===== src/hdl/wuf_ram.sv =====
// Simple dual-port RAM: one write port, one registered read port with enable.
module wuf_ram #(
	parameter int WIDTH = 8,
	parameter int DEPTH = 16,
	localparam int AW = $clog2(DEPTH)
) (
	input  logic             clk,
	input  logic             we,
	input  logic [AW-1:0]    waddr,
	input  logic [WIDTH-1:0] wdata,
	input  logic             re,
	input  logic [AW-1:0]    raddr,
	output logic [WIDTH-1:0] rdata
);

	logic [WIDTH-1:0] mem [DEPTH];

	always_ff @(posedge clk) begin
		if (we) begin
			mem[waddr] <= wdata;
		end
	end

	always_ff @(posedge clk) begin
		if (re) begin
			rdata <= mem[raddr];
		end
	end

endmodule


===== config.mk =====
export PLATFORM = sky130hd
export DESIGN_NAME = wuf_ram
export DESIGN_NICKNAME = d
export VERILOG_FILES = /design/src/hdl/wuf_ram.sv
export SDC_FILE = /design/constraint.sdc
export NUM_CORES = 1
export LEC_CHECK = 0
export BUFFER_PORTS_ARGS = -buffer_cell sky130_fd_sc_hd__buf_2
export CAP_MARGIN = 10
export CORE_MARGIN = 1.5
export CORE_UTILIZATION = 43
export DETAILED_ROUTE_END_ITERATION = 16
export GPL_TIMING_DRIVEN = 0
export PLACE_DENSITY_LB_ADDON = 0.2
export SYNTH_ARGS = -nofsm -noshare
export SYNTH_HDL_FRONTEND = slang
export SYNTH_SLANG_ARGS = --single-unit

===== constraint.sdc =====
create_clock -name clk -period 5.41 [get_ports clk]
set_input_delay 0.8115 -clock clk [delete_from_list [all_inputs] [get_ports clk]]
set_output_delay 0.8115 -clock clk [all_outputs]
set_load 0.05 [all_outputs]

==> results.json <==
{
  "final_area_um2": 6080,
  "cts_tree": "done",
  "hold_end": "rdata[3]",
  "hold_path_depth": 3,
  "ys_seq_area_frac": 0.781,
  "worstPathArrival_ns": 2.22,
  "clkLatencyLatePin_ns": 0.41,
  "outcome": "finished, final reports clean",
  "route.vias.total": 2388,
  "clock_path_buffers": 2,
  "grt_overflow": 0,
  "synth_top_area_frac": 0.781,
  "syn_area_um2": 5230,
  "power.internal_mw": 1.86,
  "fp.coreArea_um2": 11900,
  "io_buffer_count": 25,
  "clkTransAtPathRegs_ns": 0.06,
  "yosysWarningCount": 0,
  "drt_iter0_drc": 89,
  "final_cell_mix": "edfxtp_1 (136), buf_2 (30), mux4_2 (18)",
  "grt_pass1_wl_um": 14300,
  "cts.sinks": 136,
  "grt_pass1_vias": 2424,
  "hold_path_class": "reg2reg",
  "rsz0062_at_grt": "false",
  "synth_area_leaders": "edfxtp_1 (78%), mux4_2 (7.8%), mux4_1 (7.0%), a22oi_1 (2.3%), nor2_1 (0.93%)",
  "max-slew-margin-rel": 0.433,
  "worst_slew_pin_slew_ns": 0.847,
  "r2r_slack_ns": 3.85,
  "cts_hold_buf": 0,
  "setup-tns-final_ns": 0,
  "cp_max_fo": 6,
  "fin_crit_ns": 2.12,
  "final-hold-violation-count": 0,
  "muxShareOfSynthArea": 0.148,
  "wl_per_cell_um": 22.3,
  "min_from": "mem[11][3]",
  "cts_buffers": 17,
  "combPwrFrac": 0.055,
  "critical_path_class": "in2reg",
  "synth_cell_types": 18,
  "power-per-cell-area_nw_per_um2": 384,
  "ant_nets": 0,
  "required_ns": 5.51,
  "end_kind": "flip-flop",
  "antenna_cells": 0,
  "htreeDepth": 4,
  "grt_use_total": 0.163,
  "r2r_start": "mem[1][0]",
  "setup-violations-final": 0,
  "pin_count": 27,
  "ctsResizeCount": 0,
  "drt_wl_total_um": 9770,
  "vias_per_cell": 5.46,
  "drcViolationCount": 0,
  "cts_setup_buffers": 0,
  "regToRegEndpoint": "rdata[0]",
  "synth_cells": 229,
  "die_h_um": 113,
  "grt_max_degree": 17,
  "ctsRootBufferMaster": "clkbuf_16",
  "worst_setup_path_start_kind": "input port",
  "antenna_found_initial": 0,
  "vdd_drop_max_uv": 164,
  "start_util": 0.439,
  "yosys.area_share.simple": 0.0314,
  "yosys.area_share.adder": 0,
  "p_switching_mw": 0.478,
  "synthXorXnorAreaFrac": 0,
  "layout-drive-gt1-share": 0.283,
  "finalPower_mw": 2.33,
  "clock_power_share": 0.434,
  "dp_hpwl_um": 6360,
  "synth_top_family_by_area": "multiplexers",
  "timing.clock.skew_ns": 0.00769,
  "dieArea_um2": 12800,
  "syn_avg_cell_area_um2": 22.8,
  "area_delta_synth_final_pct": 16.4,
  "synth-async-reset-ratio": 0,
  "synth_edf_count": 136,
  "synthFlopType": "edfxtp_1",
  "p_leak_nw": 2.02,
  "cap_violations": 0,
  "ff2ff_path_depth": 3,
  "period_share": 0.392,
  "std_cell_rows": 40,
  "max_freq_ghz": 0.472,
  "drv_slew": 0,
  "synth_compound_area_frac": 0.0230,
  "dieWidth_um": 113,
  "synth-seq-cells": 136,
  "place_area_um2": 5550,
  "syn_nets": 248,
  "switching_share": 0.205,
  "drt-pass1-iter-count": 4,
  "seq_power_share": 0.511,
  "nets": 296,
  "layout_commonest_cell": "edfxtp_1",
  "yosysTopAreaCell": "edfxtp_1",
  "gp_congestion": 0.720
}
[cell families (layout without fill, tap and decap cells)]
family / Yosys count / count (layout)
flops: 136 / 136
mux: 32 / 32
simple gates: 35 / 35
buf+inv: 10 / 71
compound gates: 16 / 16
[metrics by stage]
stage	cells	hold WS [ns]	setup slack, ns	util
floorplan	229	0.705	3.11	-
global placement	401	0.737	2.50	0.465
detailed placement	403	0.743	2.85	0.466
CTS	435	0.756	3.27	0.510
global route	437	0.757	3.23	0.511
finish	437	0.754	3.29	0.511
[synthesized netlist by cell type, drive strengths merged (2+ instances only)]
library cell   number
nand2               9
mux4               32
buf                 7
nor3                4
nand2b              2
nor2               13
clkdlybuf4s25       3
nand3b              2
a22oi              16
edfxtp            136
[power by group through the flow]
stage	sequential, mW	combinational (mW)	clock (mW)
finish	1.19	0.129	1.01
global route	1.19	0.138	1.07
CTS	1.19	0.131	1.03
detailed placement	1.21	0.131	0
global placement	1.21	0.128	0
floorplan	1.23	0.0599	0
[critical path, stage by stage]
cell	delay, ns
buf_2	0.12
or3b_2	0.53
nor3_1	0.44
buf_2	0.31
[metal layers]
metal	share of wire	vias to the layer above	track usage
met2	0.50	50	0.261
met4	0.016	0	0.0667
li1	-	1073	-
met1	0.45	1254	0.220
met5	0	-	0
met3	0.032	11	0.0359
[cell type report]
type | instances | area [um2]
fillers | 953 | 5830
well taps | 147 | 184
plain buffers | 10 | 86.3
clock inverters | 11 | 82.6
clock buffers | 21 | 440
multi-input cells | 83 | 1060
repair buffers | 29 | 150
flip-flops and latches | 136 | 4080
[flip-flops by register name, indices dropped and copies added (netlist names)]
name / cells
mem: 128
rdata: 8
[worst max path at each step]
stage	start	endpoint	slack, ns	cells after the start
3_3_place_gp	waddr[2]	mem[0][4]	2.50	3
6_report	waddr[2]	mem[0][1]	3.29	4
2_1_floorplan	waddr[2]	mem[0][0]	3.11	2
3_5_place_dp	waddr[3]	mem[4][7]	2.85	3
5_1_grt	waddr[2]	mem[2][5]	3.23	3
4_1_cts	waddr[3]	mem[4][2]	3.27	3
No activity file was read; power rests on OpenSTA's default activity.
